### src/hw/rtl/h4d_pkg.sv
// ----------------------------------------------------------------------------
// H4 deframer package
// Shared types and codes for the HCI UART H4 deframer.
// ----------------------------------------------------------------------------
package h4d_pkg;

  localparam logic [15:0] MaxAclReset = 16'd1020;

  // packet indicator bytes
  localparam logic [7:0] IndAcl = 8'h02;
  localparam logic [7:0] IndSco = 8'h03;
  localparam logic [7:0] IndEvt = 8'h04;

  // packet_kind codes
  localparam logic [1:0] KindAcl  = 2'd0;
  localparam logic [1:0] KindSco  = 2'd1;
  localparam logic [1:0] KindEvt  = 2'd2;
  localparam logic [1:0] KindNone = 2'd3;

  // byte_role codes
  localparam logic [1:0] RoleInd     = 2'd0;
  localparam logic [1:0] RoleHdr     = 2'd1;
  localparam logic [1:0] RolePayload = 2'd2;
  localparam logic [1:0] RoleDrop    = 2'd3;

  // fault codes
  localparam logic [1:0] FltNone    = 2'd0;
  localparam logic [1:0] FltBadInd  = 2'd1;
  localparam logic [1:0] FltAclLen  = 2'd2;
  localparam logic [1:0] FltLineErr = 2'd3;

  typedef struct packed {
    logic [7:0] rx_byte;
    logic       line_error;
  } item_t;

  typedef struct packed {
    logic [7:0] data_byte;
    logic [1:0] packet_kind;
    logic [1:0] byte_role;
    logic       start_of_packet;
    logic       end_of_packet;
    logic [1:0] fault;
    logic       halted;
  } result_t;

endpackage

### src/hw/rtl/h4d_in_reg.sv
// ----------------------------------------------------------------------------
// H4 deframer input register
// Holds one received beat until the parser consumes it.
// ----------------------------------------------------------------------------
module h4d_in_reg (
  input  logic           clk_i,
  input  logic           rst_ni,
  input  logic           in_valid_i,
  output logic           in_stall_o,
  input  h4d_pkg::item_t in_item_i,
  input  logic           take_i,     // parser consumes the held beat
  output logic           valid_o,
  output h4d_pkg::item_t item_o
);
  import h4d_pkg::*;

  logic  valid_q, valid_d;
  item_t item_q;
  logic  load;

  assign in_stall_o = valid_q && !take_i;
  assign load       = in_valid_i && !in_stall_o;
  assign valid_d    = load || (valid_q && !take_i);

  always_ff @(posedge clk_i or negedge rst_ni) begin
    if (!rst_ni) begin
      valid_q <= 1'b0;
    end else begin
      valid_q <= valid_d;
    end
  end

  always_ff @(posedge clk_i) begin
    if (load) begin
      item_q <= in_item_i;
    end
  end

  assign valid_o = valid_q;
  assign item_o  = item_q;

endmodule

### src/hw/rtl/h4d_parser.sv
// ----------------------------------------------------------------------------
// H4 deframer parser
// Framing state machine: tags one byte per fire and updates packet state.
// ----------------------------------------------------------------------------
module h4d_parser (
  input  logic             clk_i,
  input  logic             rst_ni,
  input  logic             cfg_we_i,
  input  logic [15:0]      cfg_data_i,
  input  logic             fire_i,
  input  h4d_pkg::item_t   item_i,
  output h4d_pkg::result_t result_o
);
  import h4d_pkg::*;

  localparam logic [1:0] PhInd     = 2'd0;
  localparam logic [1:0] PhHdr     = 2'd1;
  localparam logic [1:0] PhPayload = 2'd2;

  logic [15:0] max_acl_q;
  logic [1:0]  phase_q, phase_d;
  logic [1:0]  kind_q, kind_d;
  logic [2:0]  hidx_q, hidx_d;
  logic [7:0]  len_lo_q, len_lo_d;
  logic [15:0] left_q, left_d;
  logic        halt_q, halt_d;

  logic [2:0]  hlen;
  logic        last_hdr;
  logic [15:0] len;
  logic [7:0]  b;
  result_t     res;

  assign b    = item_i.rx_byte;
  assign hlen = (kind_q == KindAcl) ? 3'd4 : (kind_q == KindSco) ? 3'd3 : 3'd2;
  assign last_hdr = ({1'b0, hidx_q} + 4'd1) >= {1'b0, hlen};
  assign len  = (kind_q == KindAcl) ? {b, len_lo_q} : {8'd0, b};

  always_comb begin
    phase_d  = phase_q;
    kind_d   = kind_q;
    hidx_d   = hidx_q;
    len_lo_d = len_lo_q;
    left_d   = left_q;
    halt_d   = halt_q;

    res.data_byte       = b;
    res.packet_kind     = kind_q;
    res.byte_role       = RoleHdr;
    res.start_of_packet = 1'b0;
    res.end_of_packet   = 1'b0;
    res.fault           = FltNone;

    if (halt_q) begin
      res.packet_kind = KindNone;
      res.byte_role   = RoleDrop;
    end else if (item_i.line_error) begin
      halt_d          = 1'b1;
      res.packet_kind = KindNone;
      res.byte_role   = RoleDrop;
      res.fault       = FltLineErr;
    end else begin
      unique case (phase_q)
        PhHdr: begin
          if (kind_q == KindAcl && hidx_q == 3'd2) begin
            len_lo_d = b;
          end
          if (!last_hdr) begin
            hidx_d = hidx_q + 3'd1;
          end else if (kind_q == KindAcl && len > max_acl_q) begin
            halt_d    = 1'b1;
            res.fault = FltAclLen;
          end else begin
            hidx_d = 3'd0;
            if (len == 16'd0) begin
              phase_d           = PhInd;
              res.end_of_packet = 1'b1;
            end else begin
              left_d  = len;
              phase_d = PhPayload;
            end
          end
        end
        PhPayload: begin
          res.byte_role = RolePayload;
          if (left_q <= 16'd1) begin
            left_d            = 16'd0;
            phase_d           = PhInd;
            res.end_of_packet = 1'b1;
          end else begin
            left_d = left_q - 16'd1;
          end
        end
        default: begin
          // indicator phase, unused phase code lands here too
          phase_d       = PhInd;
          hidx_d        = 3'd0;
          res.byte_role = RoleInd;
          if (b == IndAcl || b == IndSco || b == IndEvt) begin
            kind_d              = 2'(b - IndAcl);
            phase_d             = PhHdr;
            res.packet_kind     = 2'(b - IndAcl);
            res.start_of_packet = 1'b1;
          end else begin
            halt_d          = 1'b1;
            res.packet_kind = KindNone;
            res.fault       = FltBadInd;
          end
        end
      endcase
    end

    res.halted = halt_d;
  end

  always_ff @(posedge clk_i or negedge rst_ni) begin
    if (!rst_ni) begin
      max_acl_q <= MaxAclReset;
      phase_q   <= PhInd;
      kind_q    <= KindAcl;
      hidx_q    <= 3'd0;
      len_lo_q  <= 8'd0;
      left_q    <= 16'd0;
      halt_q    <= 1'b0;
    end else begin
      if (cfg_we_i) begin
        max_acl_q <= cfg_data_i;
      end
      if (fire_i) begin
        phase_q  <= phase_d;
        kind_q   <= kind_d;
        hidx_q   <= hidx_d;
        len_lo_q <= len_lo_d;
        left_q   <= left_d;
        halt_q   <= halt_d;
      end
    end
  end

  assign result_o = res;

endmodule

### src/hw/rtl/h4d_out_reg.sv
// ----------------------------------------------------------------------------
// H4 deframer result register
// Holds one tagged beat until downstream takes it.
// ----------------------------------------------------------------------------
module h4d_out_reg (
  input  logic             clk_i,
  input  logic             rst_ni,
  input  logic             load_i,
  input  h4d_pkg::result_t result_i,
  output logic             ready_o,    // register can take a beat this cycle
  output logic             out_valid_o,
  input  logic             out_stall_i,
  output h4d_pkg::result_t result_o
);
  import h4d_pkg::*;

  logic    valid_q, valid_d;
  result_t res_q;

  assign ready_o = !valid_q || !out_stall_i;
  assign valid_d = load_i || (valid_q && out_stall_i);

  always_ff @(posedge clk_i or negedge rst_ni) begin
    if (!rst_ni) begin
      valid_q <= 1'b0;
    end else begin
      valid_q <= valid_d;
    end
  end

  always_ff @(posedge clk_i) begin
    if (load_i) begin
      res_q <= result_i;
    end
  end

  assign out_valid_o = valid_q;
  assign result_o    = res_q;

endmodule

### src/hw/rtl/hci_uart_h4_deframer.sv
// ----------------------------------------------------------------------------
// HCI UART H4 deframer
// Tags each received H4 byte as indicator, header, payload or dropped byte.
// ----------------------------------------------------------------------------
//  channel | signals                                   | dir | handshake
//  --------+-------------------------------------------+-----+------------------
//  in      | rx_byte_i, line_error_i                   | in  | in_valid_i/in_stall_o
//  out     | data_byte_o, packet_kind_o, byte_role_o,  | out | out_valid_o/out_stall_i
//          | start_of_packet_o, end_of_packet_o,       |     |
//          | fault_o, halted_o                         |     |
//  cfg     | max_acl_payload_i                         | in  | cfg_valid_i/cfg_ready_o
//
// One beat per cycle sustained while out_stall_i is low. A beat is held in the input
// register, passes through the parser and is registered in the result register.
// Reset puts the parser in the indicator phase with the ACL limit at 1020. Output
// stall backs up into the input register, and in_stall_o rises only when both
// registers hold beats. Config writes are always ready.
// ----------------------------------------------------------------------------
module hci_uart_h4_deframer (
  input  logic        clk_i,
  input  logic        rst_ni,
  // input beats
  input  logic        in_valid_i,
  output logic        in_stall_o,
  input  logic [7:0]  rx_byte_i,
  input  logic        line_error_i,
  // result beats
  output logic        out_valid_o,
  input  logic        out_stall_i,
  output logic [7:0]  data_byte_o,
  output logic [1:0]  packet_kind_o,
  output logic [1:0]  byte_role_o,
  output logic        start_of_packet_o,
  output logic        end_of_packet_o,
  output logic [1:0]  fault_o,
  output logic        halted_o,
  // config write
  input  logic        cfg_valid_i,
  output logic        cfg_ready_o,
  input  logic [15:0] max_acl_payload_i
);
  import h4d_pkg::*;

  item_t   in_item, held_item;
  logic    held_valid;
  logic    out_ready;
  logic    fire;        // held beat moves through the parser into the result reg
  result_t parsed, res;

  assign in_item.rx_byte    = rx_byte_i;
  assign in_item.line_error = line_error_i;

  assign fire        = held_valid && out_ready;
  assign cfg_ready_o = 1'b1;

  h4d_in_reg u_in_reg (
    .clk_i      (clk_i),
    .rst_ni     (rst_ni),
    .in_valid_i (in_valid_i),
    .in_stall_o (in_stall_o),
    .in_item_i  (in_item),
    .take_i     (fire),
    .valid_o    (held_valid),
    .item_o     (held_item)
  );

  h4d_parser u_parser (
    .clk_i      (clk_i),
    .rst_ni     (rst_ni),
    .cfg_we_i   (cfg_valid_i),
    .cfg_data_i (max_acl_payload_i),
    .fire_i     (fire),
    .item_i     (held_item),
    .result_o   (parsed)
  );

  h4d_out_reg u_out_reg (
    .clk_i       (clk_i),
    .rst_ni      (rst_ni),
    .load_i      (fire),
    .result_i    (parsed),
    .ready_o     (out_ready),
    .out_valid_o (out_valid_o),
    .out_stall_i (out_stall_i),
    .result_o    (res)
  );

  assign data_byte_o       = res.data_byte;
  assign packet_kind_o     = res.packet_kind;
  assign byte_role_o       = res.byte_role;
  assign start_of_packet_o = res.start_of_packet;
  assign end_of_packet_o   = res.end_of_packet;
  assign fault_o           = res.fault;
  assign halted_o          = res.halted;

endmodule
### config.mk
export PLATFORM = sky130hd
export DESIGN_NAME = hci_uart_h4_deframer
export DESIGN_NICKNAME = d
export VERILOG_FILES = /design/src/hw/rtl/h4d_pkg.sv /design/src/hw/rtl/h4d_in_reg.sv /design/src/hw/rtl/h4d_parser.sv /design/src/hw/rtl/h4d_out_reg.sv /design/src/hw/rtl/hci_uart_h4_deframer.sv
export SDC_FILE = /design/constraint.sdc
export NUM_CORES = 1
export LEC_CHECK = 0
export BUFFER_PORTS_ARGS = -buffer_cell sky130_fd_sc_hd__clkbuf_2
export CORE_AREA = 2 2 94 96
export DETAILED_ROUTE_END_ITERATION = 12
export DIE_AREA = 0 0 96 98
export GPL_TIMING_DRIVEN = 0
export PLACE_DENSITY = 0.72
export REMOVE_ABC_BUFFERS = 1
export SLEW_MARGIN = 20
export SYNTH_ARGS = -nofsm -noshare
export SYNTH_HDL_FRONTEND = slang
export SYNTH_SLANG_ARGS = --single-unit
export TNS_END_PERCENT = 5
### constraint.sdc
create_clock -name clk_i -period 3.7 [get_ports clk_i]
set_input_delay 0.37 -clock clk_i [delete_from_list [all_inputs] [get_ports clk_i]]
set_output_delay 0.37 -clock clk_i [all_outputs]
set_load 0.01 [all_outputs]
==> reports/qor.txt <==
===========================================================================
Run status                                                     complete, no violations
First DRT Iteration DRCs                                                246
Count of pins on the block boundary                                      50
Die Outline Area                                                 9408 sq um
Mapped Avg Cell Area                                            10.35 sq um
Wire length of the first global-routing pass                       16.37 mm
Number of core rows                                                      34
Cell accounting for the most synthesized area                  sky130_fd_sc_hd__dfrtp_1
Setup TNS Final                                                        0 ps
Switch Pwr                                                        0.6744 mW
Latest clock arrival within the worst-skew pair                      350 ps
Maximum clock frequency                                          0.2874 GHz
Clock-pin slew on the worst setup and hold paths                      90 ps
Leftover overflow at the end of global routing                            0
Share of cells above drive strength 1                                23.93%
Flop2flop setup slack                                                220 ps
Actual slew at the worst max-slew pin                              983.0 ps
Average wire length per cell after detail routing                  17.11 um
Largest voltage drop on the vdd net                               0.1808 mV
CP Capture Type                                                        flop
Combined flip-flop and latch cell area                           2042 sq um
RSZ-0062 raised after global routing                                     no
DIE HEIGHT                                                            98 um
Static power due to leakage                                        2.097 nW
Leading cell types by count after synthesis                    42 x sky130_fd_sc_hd__dfrtp_1, 35 x sky130_fd_sc_hd__inv_1, 35 x sky130_fd_sc_hd__nand2_1, 26 x sky130_fd_sc_hd__edfxtp_1
Post-layout net count                                                   518
DPL Wire Length                                                    7.024 mm
Hold Crit Class                                                    in2async
Avg Vias per Cell                                                     5.981
Final weighted congestion in routability-driven placement            0.9219
Overall power of the completed layout                              2.008 mW
Core area                                                        8466 sq um
H-tree Lvls                                                               3
Count of input and output buffers                                        48
Post-synth ARST share                                                65.79%
Arrival time at the worst endpoint                                  3720 ps
Number of vias after detailed routing                                  3445
Global Route Usage Sum                                               22.33%
Final Routed Wirelength                                            9.855 mm
Commonest register cell after synthesis                        sky130_fd_sc_hd__dfrtp_1
Initial antenna violation count                                           0
Clock buffer count from CTS                                               9
Inserted Diodes                                                           0
Sequential share of the synthesized area                             47.44%
Fill cell total of the finished layout                                  751
Fin crit share                                                       94.04%
Cell variety after synth                                                 63
Worst EP required                                                   3940 ps
Clock root buffer                                              sky130_fd_sc_hd__clkbuf_8
Area growth from synthesis to layout                                 12.56%
CTS tree                                                               done
Number of standard cells after synthesis                                416
Sinks on Clock Net                                                       76
Max-cap violation count                                                   0
Power per cell area                                            414.4 nW/um^2
Worst slew margin relative to its limit                              33.97%
Die width                                                             96 um
Hold Fails Final Rpt                                                      0
Clock group share of total power                                      30.3%
Most frequently used cell type in the post-synthesis netlist   sky130_fd_sc_hd__dfrtp_1
Deepest clock path buffer count                                           2
Number of buffers inserted by hold repair at cts                          0
Detailed-router iteration count before antenna repair                     4
Final critical path time including I/O delays and setup             3479 ps
Startpoint of the worst register-to-register path              u_parser.kind_q[1]
Flip-flop and latch count after synthesis                                76
Number of nets with antenna violations after routing                      0
DRC violations left                                                       0
Mapped Area                                                      4304 sq um
Top-area cell type share of the netlist area                         24.42%
Starting Density                                                     50.84%
Startpoint types                                                       flop
Largest net degree at the start of global routing                        51
Internal power of the cells                                        1.333 mW
Max Clock Skew                                                     7.427 ps
Number of flops mapped to enable cells by yosys                          26
Top cells by area in the synthesized netlist                   sky130_fd_sc_hd__dfrtp_1 24%, sky130_fd_sc_hd__edfxtp_1 18%, sky130_fd_sc_hd__ha_1 7.3%
Number of global-route vias before repair                              3418
Crit Path Class                                                     reg2reg
Seq pwr share                                                         48.6%
Critical path startpoint                                       u_parser.kind_q[1]
Yosys warns                                                               0
CP max FO                                                                15
Net switching share of the total power                               33.60%
Slew Viols, Final                                                         0
Multi-input logic area                                           2047 sq um
Relative contribution of combinational cells to total power           21.0%
# setup viols final                                                       0
===========================================================================
## power by group through the flow
| stage | registers, mW | logic, mW | clock network, mW |
|---|---|---|---|
| 2_1_floorplan | 0.983 | 0.287 | 0 |
| 3_3_place_gp | 0.989 | 0.405 | 0 |
| 3_5_place_dp | 0.992 | 0.419 | 0 |
| 4_1_cts | 0.975 | 0.421 | 0.623 |
| 5_1_grt | 0.984 | 0.476 | 0.661 |
| 6_report | 0.976 | 0.422 | 0.609 |
## logic make-up (layout without fill, tap and decap cells)
family | count (synthesis) | count (layout) | share of synthesized area, %
AND/OR/NAND/NOR | 132 | 132 | 16.19
AO/OA/AOI/OAI | 96 | 96 | 15.61
flip-flops | 76 | 76 | 47.44
buffers and inverters | 53 | 105 | 5.029
multiplexers | 28 | 28 | 7.355
adder cells (fa/ha/maj) | 25 | 25 | 7.267
XOR/XNOR | 5 | 5 | 1.017
other | 1 | 1 | 0.08713
## final cells by class
class / count / area share (%)
Timing Repair Buffer: 54 / 6.198
Sequential cell: 76 / 42.15
Clock buffer: 9 / 2.557
Inverter: 35 / 2.712
Tap cell: 108 / 2.789
Multi-Input combinational cell: 287 / 42.25
Clock inverter: 7 / 1.343
## stage by stage
step                      hold WS [ps]  utilization [%]  std cells  setup slack, ps  instance area, sq um
after CTS                        104.6            57.21        576            80.32                  4843
after global placement           469.9            54.27        554           -164.4                  4594
after floorplan                  74.41                -        398            355.3                  4219
after detailed placement         492.7            54.30        554           -185.3                  4597
final                            90.92            57.23        576            220.5                  4845
after global routing             137.3            57.23        576            8.945                  4845
## final timing paths
check,end,cells after the start
setup / recovery,u_parser.left_q[1],10
hold / removal,u_parser.max_acl_q[12],1
setup reg to reg,u_parser.left_q[1],10
hold reg to reg,u_out_reg.out_valid_o,1
max in group asynchronous,u_parser.halt_q,1
min in group clk_i,u_in_reg.item_o[0],1
## cells in the final DEF, fill, tap and decap left out, types with 4 or more instances in the layout
| cell type | instances |
|---|---|
| sky130_fd_sc_hd__nand3_1 | 6 |
| sky130_fd_sc_hd__inv_1 | 35 |
| sky130_fd_sc_hd__a21oi_1 | 22 |
| sky130_fd_sc_hd__mux2_2 | 21 |
| sky130_fd_sc_hd__nand4_1 | 4 |
| sky130_fd_sc_hd__clkbuf_8 | 9 |
| sky130_fd_sc_hd__nor2_1 | 20 |
| sky130_fd_sc_hd__a22o_1 | 4 |
| sky130_fd_sc_hd__mux2i_1 | 5 |
| sky130_fd_sc_hd__ha_1 | 25 |
| sky130_fd_sc_hd__nor3_1 | 14 |
| sky130_fd_sc_hd__o32ai_1 | 6 |
| sky130_fd_sc_hd__nor4_1 | 18 |
| sky130_fd_sc_hd__buf_4 | 5 |
| sky130_fd_sc_hd__edfxtp_1 | 26 |
| sky130_fd_sc_hd__o21ai_0 | 25 |
| sky130_fd_sc_hd__a32oi_1 | 4 |
| sky130_fd_sc_hd__dfrtp_1 | 42 |
| sky130_fd_sc_hd__and2_1 | 11 |
| sky130_fd_sc_hd__or3_1 | 5 |
| sky130_fd_sc_hd__clkbuf_2 | 47 |
| sky130_fd_sc_hd__dfstp_2 | 8 |
| sky130_fd_sc_hd__nand2_1 | 35 |
| sky130_fd_sc_hd__xor2_1 | 4 |
## critical path: stages, from the launching register on
cell and delay [ps]:
sky130_fd_sc_hd__dfrtp_1 480, sky130_fd_sc_hd__nor2_4 160, sky130_fd_sc_hd__buf_12 140, sky130_fd_sc_hd__mux2_2 370
sky130_fd_sc_hd__ha_1 290, sky130_fd_sc_hd__nor2b_1 130, sky130_fd_sc_hd__o211ai_1 140, sky130_fd_sc_hd__a21boi_0 130
sky130_fd_sc_hd__o41a_2 660, sky130_fd_sc_hd__o31ai_4 470, sky130_fd_sc_hd__mux2_2 390
## flip-flops by register name, summed over array words and instances (netlist names)
name / count
u_parser.max_acl_q: 16
u_out_reg.out_valid_o: 1
u_parser.len_lo_q: 8
u_parser.hidx_q: 3
u_parser.phase_q: 2
u_parser.left_q: 16
u_parser.kind_q: 2
u_out_reg.result_o: 17
u_in_reg.valid_o: 1
u_parser.halt_q: 1
u_in_reg.item_o: 9
## routing by layer
metal  track usage [%]  part of all wire (%)  vias up
li1                  -                     -     1633
met1             30.68                    44     1689
met2             35.31                    49      107
met3             4.321                   5.1       16
met4             7.473                   2.0        0
met5                 0                     0        -
## repair_timing
action	CTS	global route
gates cloned	0	0
gates resized for setup	0	1
hold endpoints to repair	0	0
pin swaps	2	1
endpoints found under the setup margin	13	18
buffers inserted	6	0
No activity file was read; power rests on OpenSTA's default activity.
